File: config.mk
export PLATFORM = sky130hd
export DESIGN_NAME = stable_sorted_priority_queue
export DESIGN_NICKNAME = d
export VERILOG_FILES = /design/src/sspq_pkg.sv /design/src/stable_sorted_priority_queue.sv /design/src/sspq_datapath.sv /design/src/sspq_ctrl.sv
export VERILOG_INCLUDE_DIRS = /design/src /design/src/src
export SDC_FILE = /design/constraint.sdc
export NUM_CORES = 1
export LEC_CHECK = 0
export ABC_AREA = 0
export ABC_CLOCK_PERIOD_IN_PS = 10540
export BUFFER_PORTS_ARGS = -buffer_cell sky130_fd_sc_hd__buf_2
export CAP_MARGIN = 20
export CORE_MARGIN = 2
export CORE_UTILIZATION = 42
export DETAILED_ROUTE_END_ITERATION = 10
export PLACE_DENSITY = 0.61
export SLEW_MARGIN = 5
export SYNTH_ARGS = -nofsm -noshare
export SYNTH_HDL_FRONTEND = slang
export SYNTH_SLANG_ARGS = --single-unit
File: constraint.sdc
create_clock -name clk -period 10.54 [get_ports clk]
set_clock_uncertainty 0.2 [all_clocks]
set_input_delay 1.581 -clock clk [delete_from_list [all_inputs] [get_ports clk]]
set_output_delay 1.581 -clock clk [all_outputs]
set_load 0.02 [all_outputs]
File: src/stable_sorted_priority_queue_defines.svh
// ----------------------------------------------------------------------------
// Stable sorted priority queue: assertion macros
// Shared property wrappers for the concurrent checks of the queue.
// ----------------------------------------------------------------------------
`ifndef STABLE_SORTED_PRIORITY_QUEUE_DEFINES_SVH
`define STABLE_SORTED_PRIORITY_QUEUE_DEFINES_SVH

// Check that the consequent holds in the same cycle as the antecedent.
`define SSPQ_ASSERT_SAME(lbl, clk, rst_n, ante, cons) \
	lbl: assert property (@(posedge clk) disable iff (!rst_n) (ante) |-> (cons)) \
		else $error("sspq check failed");

// Check that the consequent holds in the cycle after the antecedent.
`define SSPQ_ASSERT_NEXT(lbl, clk, rst_n, ante, cons) \
	lbl: assert property (@(posedge clk) disable iff (!rst_n) (ante) |=> (cons)) \
		else $error("sspq check failed");

`endif

File: src/sspq_pkg.sv
// ----------------------------------------------------------------------------
// Stable sorted priority queue package
// Default sizes, result status codes and controller/datapath interface types.
// ----------------------------------------------------------------------------
package sspq_pkg;

	localparam int QUEUE_DEPTH_DEF   = 16;
	localparam int TAG_BITS_DEF      = 16;
	localparam int PRIORITY_BITS_DEF = 3;

	typedef logic [1:0] status_t;

	localparam status_t ST_INSERTED = 2'd0;
	localparam status_t ST_REMOVED  = 2'd1;
	localparam status_t ST_EMPTY    = 2'd2;
	localparam status_t ST_FULL     = 2'd3;

	// Action codes of a request
	localparam logic ACT_INSERT = 1'b0;
	localparam logic ACT_REMOVE = 1'b1;

	// Commands from the controller to the datapath
	typedef struct packed {
		logic load;      // capture the request operands
		logic ins;       // insert the held item
		logic rem;       // pop the front item
		logic rej_full;  // report insert on full
		logic rej_empty; // report remove on empty
	} ctl_cmd_t;

	// Status from the datapath to the controller
	typedef struct packed {
		logic op_remove; // held request is a remove
		logic full;      // every slot is in use
		logic empty;     // no slot is in use
	} dp_sts_t;

endpackage

File: src/stable_sorted_priority_queue.sv
// ----------------------------------------------------------------------------
// Stable sorted priority queue
// Bounded queue kept in priority order; equal priorities leave in arrival
// order.
// ----------------------------------------------------------------------------
// Usage:
//   A request is taken at a rising edge with start high and busy low. It
//   carries action (insert or remove), priority_req and item_tag.
//   Every request gives exactly one result, shown for one cycle with valid
//   high: status, out_tag, out_priority and item_count after the operation.
//   Timing: the accepting edge captures the operands and enters the exec
//   state; the operation then registers valid and the result fields.
//   busy is high for the one cycle in which the entry row compares and
//   shifts all slots at once, and no request is taken while it is high.
//   A new request may be taken in the same cycle its predecessor's result
//   is shown.
//   Reset empties the queue at once; no clearing pass is needed since only
//   slots below the count are ever read.
//   The receiver cannot stall: a result is taken in the cycle it is shown.
// ----------------------------------------------------------------------------
`include "stable_sorted_priority_queue_defines.svh"

module stable_sorted_priority_queue #(
	parameter int QUEUE_DEPTH   = sspq_pkg::QUEUE_DEPTH_DEF,
	parameter int TAG_BITS      = sspq_pkg::TAG_BITS_DEF,
	parameter int PRIORITY_BITS = sspq_pkg::PRIORITY_BITS_DEF
) (
	input  logic                             clk,
	input  logic                             arst_n,
	input  logic                             start,
	output logic                             busy,
	input  logic                             action,
	input  logic [PRIORITY_BITS-1:0]         priority_req,
	input  logic [TAG_BITS-1:0]              item_tag,
	output logic                             valid,
	output sspq_pkg::status_t                status,
	output logic [TAG_BITS-1:0]              out_tag,
	output logic [PRIORITY_BITS-1:0]         out_priority,
	output logic [$clog2(QUEUE_DEPTH+1)-1:0] item_count
);
	import sspq_pkg::*;

	ctl_cmd_t cmd;
	dp_sts_t  sts;

	// Sequence requests
	sspq_ctrl u_ctrl (
		.clk    (clk),
		.arst_n (arst_n),
		.start  (start),
		.busy   (busy),
		.sts    (sts),
		.cmd    (cmd)
	);

	// Store and reorder entries
	sspq_datapath #(
		.QUEUE_DEPTH   (QUEUE_DEPTH),
		.TAG_BITS      (TAG_BITS),
		.PRIORITY_BITS (PRIORITY_BITS)
	) u_dp (
		.clk          (clk),
		.arst_n       (arst_n),
		.cmd          (cmd),
		.sts          (sts),
		.action       (action),
		.priority_req (priority_req),
		.item_tag     (item_tag),
		.valid        (valid),
		.status       (status),
		.out_tag      (out_tag),
		.out_priority (out_priority),
		.item_count   (item_count)
	);

	// Check result timing and special-case fields
	`SSPQ_ASSERT_NEXT(a_accept_busy, clk, arst_n, start && !busy, busy && !valid)
	`SSPQ_ASSERT_NEXT(a_busy_result, clk, arst_n, busy, valid && !busy)
	`SSPQ_ASSERT_SAME(a_full_count, clk, arst_n, valid && status == ST_FULL,
		item_count == QUEUE_DEPTH)
	`SSPQ_ASSERT_SAME(a_empty_zero, clk, arst_n, valid && status == ST_EMPTY,
		item_count == 0 && out_tag == 0)

endmodule

File: src/sspq_datapath.sv
// ----------------------------------------------------------------------------
// Stable sorted priority queue datapath
// Row of sorted entry cells with per-cell compare and shift, operand and
// result registers, and the item counter.
// ----------------------------------------------------------------------------
module sspq_datapath #(
	parameter int QUEUE_DEPTH   = 16,
	parameter int TAG_BITS      = 16,
	parameter int PRIORITY_BITS = 3
) (
	input  logic                               clk,
	input  logic                               arst_n,
	input  sspq_pkg::ctl_cmd_t                 cmd,
	output sspq_pkg::dp_sts_t                  sts,
	input  logic                               action,
	input  logic [PRIORITY_BITS-1:0]           priority_req,
	input  logic [TAG_BITS-1:0]                item_tag,
	output logic                               valid,
	output sspq_pkg::status_t                  status,
	output logic [TAG_BITS-1:0]                out_tag,
	output logic [PRIORITY_BITS-1:0]           out_priority,
	output logic [$clog2(QUEUE_DEPTH+1)-1:0]   item_count
);
	import sspq_pkg::*;

	localparam int CNT_W = $clog2(QUEUE_DEPTH + 1);

	// Request operands
	logic                     op_q;
	logic [PRIORITY_BITS-1:0] pri_q;
	logic [TAG_BITS-1:0]      tag_q;

	// Sorted entry row, slot 0 is the front
	logic [TAG_BITS-1:0]      cell_tag_q [QUEUE_DEPTH];
	logic [PRIORITY_BITS-1:0] cell_pri_q [QUEUE_DEPTH];
	logic [QUEUE_DEPTH-1:0]   ge;
	logic [CNT_W-1:0]         count_q;

	// Result registers
	logic                     valid_q;
	status_t                  status_q;
	logic [TAG_BITS-1:0]      out_tag_q;
	logic [PRIORITY_BITS-1:0] out_pri_q;
	logic [CNT_W-1:0]         out_cnt_q;

	// Capture operands of an accepted request
	always_ff @(posedge clk) begin
		if (cmd.load) begin
			op_q  <= action;
			pri_q <= priority_req;
			tag_q <= item_tag;
		end
	end

	// Report operation kind and fill state
	assign sts.op_remove = (op_q == ACT_REMOVE);
	assign sts.full      = (count_q == CNT_W'(QUEUE_DEPTH));
	assign sts.empty     = (count_q == '0);

	// Flag each valid slot that the new item must stay behind
	genvar i;
	generate
		for (i = 0; i < QUEUE_DEPTH; i++) begin : g_cell
			assign ge[i] = (CNT_W'(i) < count_q) && (cell_pri_q[i] >= pri_q);

			if (i == 0) begin : g_front
				// Front slot: take new item or next slot
				always_ff @(posedge clk) begin
					if (cmd.ins && !ge[0]) begin
						cell_tag_q[0] <= tag_q;
						cell_pri_q[0] <= pri_q;
					end else if (cmd.rem && QUEUE_DEPTH > 1) begin
						cell_tag_q[0] <= cell_tag_q[(QUEUE_DEPTH > 1) ? 1 : 0];
						cell_pri_q[0] <= cell_pri_q[(QUEUE_DEPTH > 1) ? 1 : 0];
					end
				end
			end else begin : g_rest
				// Other slots: hold, take new item, shift back or shift forward
				always_ff @(posedge clk) begin
					if (cmd.ins && !ge[i]) begin
						if (ge[i-1]) begin
							cell_tag_q[i] <= tag_q;
							cell_pri_q[i] <= pri_q;
						end else begin
							cell_tag_q[i] <= cell_tag_q[i-1];
							cell_pri_q[i] <= cell_pri_q[i-1];
						end
					end else if (cmd.rem && i < QUEUE_DEPTH - 1) begin
						cell_tag_q[i] <= cell_tag_q[(i < QUEUE_DEPTH - 1) ? i + 1 : i];
						cell_pri_q[i] <= cell_pri_q[(i < QUEUE_DEPTH - 1) ? i + 1 : i];
					end
				end
			end
		end
	endgenerate

	// Advance the item count
	always_ff @(posedge clk or negedge arst_n) begin
		if (!arst_n) begin
			count_q <= '0;
		end else if (cmd.ins) begin
			count_q <= count_q + CNT_W'(1);
		end else if (cmd.rem) begin
			count_q <= count_q - CNT_W'(1);
		end
	end

	// Strobe the result one cycle
	always_ff @(posedge clk or negedge arst_n) begin
		if (!arst_n) begin
			valid_q <= 1'b0;
		end else begin
			valid_q <= cmd.ins | cmd.rem | cmd.rej_full | cmd.rej_empty;
		end
	end

	// Build the result fields
	always_ff @(posedge clk) begin
		if (cmd.ins) begin
			status_q  <= ST_INSERTED;
			out_tag_q <= '0;
			out_pri_q <= '0;
			out_cnt_q <= count_q + CNT_W'(1);
		end else if (cmd.rem) begin
			status_q  <= ST_REMOVED;
			out_tag_q <= cell_tag_q[0];
			out_pri_q <= cell_pri_q[0];
			out_cnt_q <= count_q - CNT_W'(1);
		end else if (cmd.rej_full) begin
			status_q  <= ST_FULL;
			out_tag_q <= '0;
			out_pri_q <= '0;
			out_cnt_q <= count_q;
		end else if (cmd.rej_empty) begin
			status_q  <= ST_EMPTY;
			out_tag_q <= '0;
			out_pri_q <= '0;
			out_cnt_q <= count_q;
		end
	end

	assign valid        = valid_q;
	assign status       = status_q;
	assign out_tag      = out_tag_q;
	assign out_priority = out_pri_q;
	assign item_count   = out_cnt_q;

endmodule

File: src/sspq_ctrl.sv
// ----------------------------------------------------------------------------
// Stable sorted priority queue controller
// Accepts one request at a time and picks the datapath operation for it.
// ----------------------------------------------------------------------------
module sspq_ctrl (
	input  logic               clk,
	input  logic               arst_n,
	input  logic               start,
	output logic               busy,
	input  sspq_pkg::dp_sts_t  sts,
	output sspq_pkg::ctl_cmd_t cmd
);
	import sspq_pkg::*;

	localparam logic S_IDLE = 1'b0;
	localparam logic S_EXEC = 1'b1;

	logic state_q;
	logic state_d;

	// Sequence: capture in idle, operate in exec
	always_comb begin
		state_d       = state_q;
		cmd           = '0;
		case (state_q)
			S_IDLE: begin
				if (start) begin
					cmd.load = 1'b1;
					state_d  = S_EXEC;
				end
			end
			S_EXEC: begin
				if (sts.op_remove) begin
					cmd.rem       = !sts.empty;
					cmd.rej_empty = sts.empty;
				end else begin
					cmd.ins      = !sts.full;
					cmd.rej_full = sts.full;
				end
				state_d = S_IDLE;
			end
			default: begin
				state_d = S_IDLE;
			end
		endcase
	end

	// Hold the state
	always_ff @(posedge clk or negedge arst_n) begin
		if (!arst_n) begin
			state_q <= S_IDLE;
		end else begin
			state_q <= state_d;
		end
	end

	assign busy = (state_q == S_EXEC);

endmodule

# [Word level (Yosys, flattened, before mapping)]
# Memory sizes are Yosys's and may differ from the RTL's.
# Index checks and enable logic that the tools add are counted.
[word_totals] regBits=53 mem_bits_rw=304 in_bits=23 output_inout_bits=28 wordCells=374 memories=2
[memory_table] memory="u_dp.cell_tag_q" words=16 word_bits=16 read_ports=16 rd_ports_with_merged_regs=0 wr=16 line="sspq_datapath.sv:34" text="logic [TAG_BITS-1:0] cell_tag_q [QUEUE_DEPTH];"
[memory_table] memory="u_dp.cell_pri_q" words=16 word_bits=3 read_ports=16 rd_ports_with_merged_regs=0 wr=16 line="sspq_datapath.sv:35" text="logic [PRIORITY_BITS-1:0] cell_pri_q [QUEUE_DEPTH];"
[op_classes] addsub=2 n_lt_le_gt_ge=32 n_eq_ne=1 n_mux=206 bitwise_logic=64 n_reduce_logical=56
[op_table] cell="$mux 16" count=33
[op_table] cell="$mux 1" count=130
[op_table] cell="$mux 3" count=33
[op_table] cell="$or 1x1->1" count=63
[op_table] cell="$ge 3x3->1" count=16
[op_table] cell="$lt 4x5->1 const A" count=8
[op_table] cell="$logic_and 1x1->1" count=32
[op_table] cell="$mux 5" count=6
[op_table] cell="$lt 3x5->1 const A" count=4
[op_table] cell="$logic_not 1->1" count=18
[op_table] cell="$lt 1x5->1 const A" count=2
[op_table] cell="$lt 2x5->1 const A" count=2
[op_table] cell="$add 5x1->5 const B" count=1
[op_table] cell="$eq 5x5->1 const B" count=1
[op_table] cell="$logic_not 5->1" count=1
[op_table] cell="$sub 5x1->5 const B" count=1
[op_table] cell="$mux 2" count=2
[op_table] cell="$mux 4" count=1
[op_table] cell="$reduce_bool 2->1" count=2
[op_table] cell="$reduce_bool 4->1" count=1
[op_table] cell="$reduce_bool 3->1" count=1
[op_table] cell="$pmux 1 s2" count=1
[op_table] cell="$reduce_or 2->1" count=1
[op_table] cell="$not 1->1" count=1

# [Logic depth before layout (Yosys ltp)]
[depth] word_depth=9 ltp_mapped=13 ltp_nobuf=7

# [Modules after synthesis]
# A second synthesis with hierarchy kept.
[hier_totals] cells_unflattened=1673 hier_area_um2=19217.2
[by_module_without_submodules] mod="sspq_datapath" n_inst=1 cells_per_inst=1666 area_per_inst_um2=19142.1 seq_area_each_um2=10450.0
[by_module_without_submodules] mod="sspq_ctrl" n_inst=1 cells_per_inst=7 area_per_inst_um2=75.1 seq_area_each_um2=25.0

# [Worst setup path before layout]
# OpenSTA, ideal clock, no wires.
[synth_timing] path_type="reg2reg" start="register u_dp.count_q[0]" end="memory u_dp.cell_pri_q[7][0] (netlist: u_dp.cell_pri_q[0][21]) (enable)" setup_time_ns=0.421 arrival_ns=3.308 required_time_ns=9.919 slack_ns=6.610 stages_incl_launch_ff=11 path_buffers=5 synth_period_minus_slack_ns=3.930 cell_sequence="dfrtp_1 buf_2 inv_1 ha_1 nor4bb_2 or2_1 buf_4 buf_6 buf_6 clkbuf_1 o21ai_0"
[synth_lines] element="start, declared" line="sspq_datapath.sv:37" text="logic [CNT_W-1:0] count_q;"
[synth_lines] element="start signal, assigned" line="sspq_datapath.sv:102" text="count_q <= count_q + CNT_W'(1);"
[synth_lines] element="start signal, assigned" line="sspq_datapath.sv:104" text="count_q <= count_q - CNT_W'(1);"
[synth_lines] element="end, declared" line="sspq_datapath.sv:35"

==> flow_metrics.env <==
export IMPL_status="finished, final reports clean"
export IMPL_cts_root_buf="clkbuf_16"
export IMPL_die_area_um2=46420
export IMPL_cts_tree="done"
export IMPL_synthSimpleGateAreaFrac_pct=10.69
export IMPL_synth_fa_ha_area_share_pct=3.465
export IMPL_fp_dieW_um=215.4
export IMPL_antenna_cells=0
export IMPL_critPathKind="flip-flop to flip-flop"
export IMPL_cp_arrival_ns=4.58
export IMPL_syn_instance_count=1658
export IMPL_drtPass1Iterations=6
export IMPL_yosysWarnings=0
export IMPL_fin_crit_ns=4.514
export IMPL_ant_nets=0
export IMPL_cts_buffer_depth=3
export IMPL_tightest_slew_ns=1.023
export IMPL_synth_top_family_by_area="compound AO/OA/AOI/OAI gates"
export IMPL_cap_violations=0
export IMPL_wire_per_inst_um=22.89
export IMPL_grt_pass1_wl_mm=81.25
export IMPL_rsz0062_at_grt="false"
export IMPL_insertion_delay_ns=0.58
export IMPL_ys_types=61
export IMPL_ctsHoldBuffers=0
export IMPL_drt_iter0_drc=1448
export IMPL_fin_area_um2=20880
export IMPL_slew_violations=0
export IMPL_post_cts_resized=0
export IMPL_synth_area_um2=18780
export IMPL_antenna_found_initial=0
export IMPL_yosysSeqAreaShare_pct=55.78
export IMPL_htree_levels=2
export IMPL_synth_compound_area_share_pct=22.58
export IMPL_slew_headroom_pct=31.61
export IMPL_drc=0
export IMPL_tns_ns=0
export IMPL_area_growth_pct=11.18
export IMPL_clk_pin_slew_ns=0.06
export IMPL_setup_ws_ns=6.026
export IMPL_hold_class="flip-flop to flip-flop"
export IMPL_p_leak_nw=7.360
export IMPL_post_cts_buffers=0
export IMPL_num_rows=77
export IMPL_coreArea_um2=44220
export IMPL_crit_required_ns=10.61
export IMPL_synth_xor_area_share_pct=0.3731
export IMPL_total_power_mw=4.950
export IMPL_syn_nets=1733
export IMPL_final_nets=1683
export IMPL_post_route_period_util_pct=42.83
export IMPL_pwr_density_cell_nw_per_um2=237.1
export IMPL_place_area_um2=19380
export IMPL_viasPerCell=6.252
export IMPL_initial_core_util_pct=42.46
export IMPL_synthFlopType="edfxtp_1"
export IMPL_place_ws_ns=6.036
export IMPL_cp_start_kind="flip-flop"
export IMPL_setup_viol=0
export IMPL_ios=51
export IMPL_routed_wl_mm=51.10
export IMPL_fmax_mhz=221.5
export IMPL_cts_sinks=357
export IMPL_cts_buffers=41
export IMPL_hold_violations=0
export IMPL_track_usage_pct=21.89
export IMPL_synthMuxAreaShare_pct=2.152
export IMPL_syn_area_per_cell_um2=11.33
export IMPL_max_vdd_ir_drop_uv=117.5
export IMPL_critPathCaptureType="flip-flop"
export IMPL_whs_ns=0.2657
export IMPL_gp_congestion=0.8146
export IMPL_drive_gt1_share_pct=11.89
export IMPL_cp_max_fo=30
export IMPL_vias=13954
export IMPL_die_y_um=215.4
export IMPL_grt_max_degree=198
export IMPL_grt_pass1_vias=14075
export IMPL_hpwl_mm=35.08
export IMPL_grt_ovfl_total=0
export IMPL_synth_seq_cells=357
export IMPL_port_buffers=50
export IMPL_synth_edff_count=329
export IMPL_ys_async_sr_fraction_pct=1.961
==> cells in the final DEF (no fill, tap or decap), types with 5 or more instances in the layout <==
| cell | instances |
|---|---|
| clkbuf_16 | 43 |
| clkinv_2 | 7 |
| nand4_1 | 18 |
| a22oi_1 | 41 |
| clkinv_1 | 6 |
| a22o_1 | 15 |
| mux2i_1 | 19 |
| nand3b_1 | 14 |
| nand2b_1 | 7 |
| mux2_2 | 19 |
| o221ai_1 | 11 |
| bufinv_16 | 7 |
| a31oi_1 | 24 |
| o2bb2a_1 | 18 |
| and2_1 | 5 |
| a21o_1 | 8 |
| nand2_1 | 171 |
| ha_1 | 52 |
| inv_1 | 43 |
| nor2_1 | 68 |
| a21oi_1 | 54 |
| buf_4 | 29 |
| o21ai_0 | 61 |
| dfrtp_1 | 7 |
| edfxtp_1 | 329 |
| dfxtp_1 | 21 |
| buf_2 | 50 |
| o211ai_1 | 142 |
| a221o_1 | 106 |
| o31ai_1 | 19 |
| a211o_1 | 16 |
| nor3_1 | 66 |
| nor2b_1 | 10 |
| o21a_1 | 11 |
| nand3_1 | 25 |
| nor3_2 | 6 |
| or3_1 | 25 |
==> cells in the mapped netlist (all sizes together), types with 15 or more instances <==
master / number / area share, %
nor3: 72 / 1.9
mux2i: 19 / 1.0
clkbuf: 110 / 2.2
edfxtp: 329 / 53
o211ai: 142 / 5.7
dfxtp: 21 / 2.2
ha: 52 / 3.5
nand4: 18 / 0.60
a31oi: 25 / 0.83
a22o: 15 / 0.70
a221o: 106 / 5.7
nand2: 171 / 3.4
o21ai: 66 / 1.8
a22oi: 41 / 1.6
o31ai: 19 / 0.76
nand3: 25 / 0.67
o2bb2a: 18 / 0.96
nor2: 69 / 1.4
a21oi: 56 / 1.6
buf: 66 / 1.9
inv: 43 / 0.86
or3: 26 / 0.89
a211o: 16 / 0.75
mux2: 19 / 1.1
==> power by group <==
| group | switching [mW] | internal, mW |
|---|---|---|
| combinational | 0.849 | 0.433 |
| clock | 0.611 | 0.930 |
| sequential | 0.201 | 1.93 |
| total | 1.66 | 3.29 |
==> cells by family (layout without fill, tap and decap cells) <==
kind of cell,count (synthesis),in the layout
muxes,38,38
buffers and inverters,219,201
AOI/OAI and AO/OA,554,554
adders and majority gates,52,52
DFF,357,357
and+or+nand+nor,430,430
xor gates and xnor gates,8,8
==> final timing paths <==
path                                              startpoint                                to  slack, ns  cells after the start
worst max-delay path             u_dp.count_q[0]$_DFFE_PN0P_  u_dp.cell_pri_q[0][20]$_DFFE_PP_       6.03                      8
worst min-delay path            u_dp.out_tag[7]$_SDFFE_PN0P_      u_dp.out_tag[7]$_SDFFE_PN0P_       0.27                      2
worst max register to register   u_dp.count_q[0]$_DFFE_PN0P_  u_dp.cell_pri_q[0][20]$_DFFE_PP_       6.03                      8
worst min register to register  u_dp.out_tag[7]$_SDFFE_PN0P_      u_dp.out_tag[7]$_SDFFE_PN0P_       0.27                      2
max in group asynchronous                             arst_n       u_dp.count_q[2]$_DFFE_PN0P_       9.33                      1
min in group asynchronous                             arst_n       u_dp.count_q[4]$_DFFE_PN0P_       0.63                      1
==> registers in the layout, indices dropped and copies added (netlist names) <==
register and cells:
u_ctrl.busy 1, u_dp.status 2, u_dp.out_priority 3, u_dp.valid 1, u_dp.cell_pri_q 48, u_dp.item_count 5
u_dp.out_tag 16, u_dp.op_q 1, u_dp.count_q 5, u_dp.tag_q 16, u_dp.pri_q 3, u_dp.cell_tag_q 256
==> per-stage QoR <==
| step | util (%) | cells |
|---|---|---|
| after global placement | 43.81 | 2152 |
| after detailed placement | 43.82 | 2153 |
| after floorplan | - | 1658 |
| final | 47.21 | 2232 |
| after CTS | 47.07 | 2228 |
| after global routing | 47.21 | 2232 |
==> critical path, cell delays in order, from the launching register on <==
cell	delay [ns]
dfrtp_1	0.64
inv_1	0.16
ha_1	0.31
nor4bb_2	0.22
nor2_4	0.73
buf_4	0.44
o211a_1	0.59
or2_1	0.66
o221ai_1	0.24
==> routing by layer <==
metal,global-route usage (%),share of wire [%],vias to the layer above
met3,2.748,4.4,104
met4,8.506,3.4,0
li1,-,-,6447
met2,35.91,48,434
met5,0,0,-
met1,29.69,44,6969
==> final cells by class <==
| class | count | area (um2) |
|---|---|---|
| timing repair buffer | 83 | 544.3 |
| clock buffer | 49 | 1119 |
| tap | 592 | 740.7 |
| inverter | 43 | 161.4 |
| multi-input combinational | 1082 | 7522 |
| fill | 4013 | 23340 |
| clock inverter | 26 | 315.3 |
| sequential | 357 | 10480 |
(Power assumes the default switching activity.)
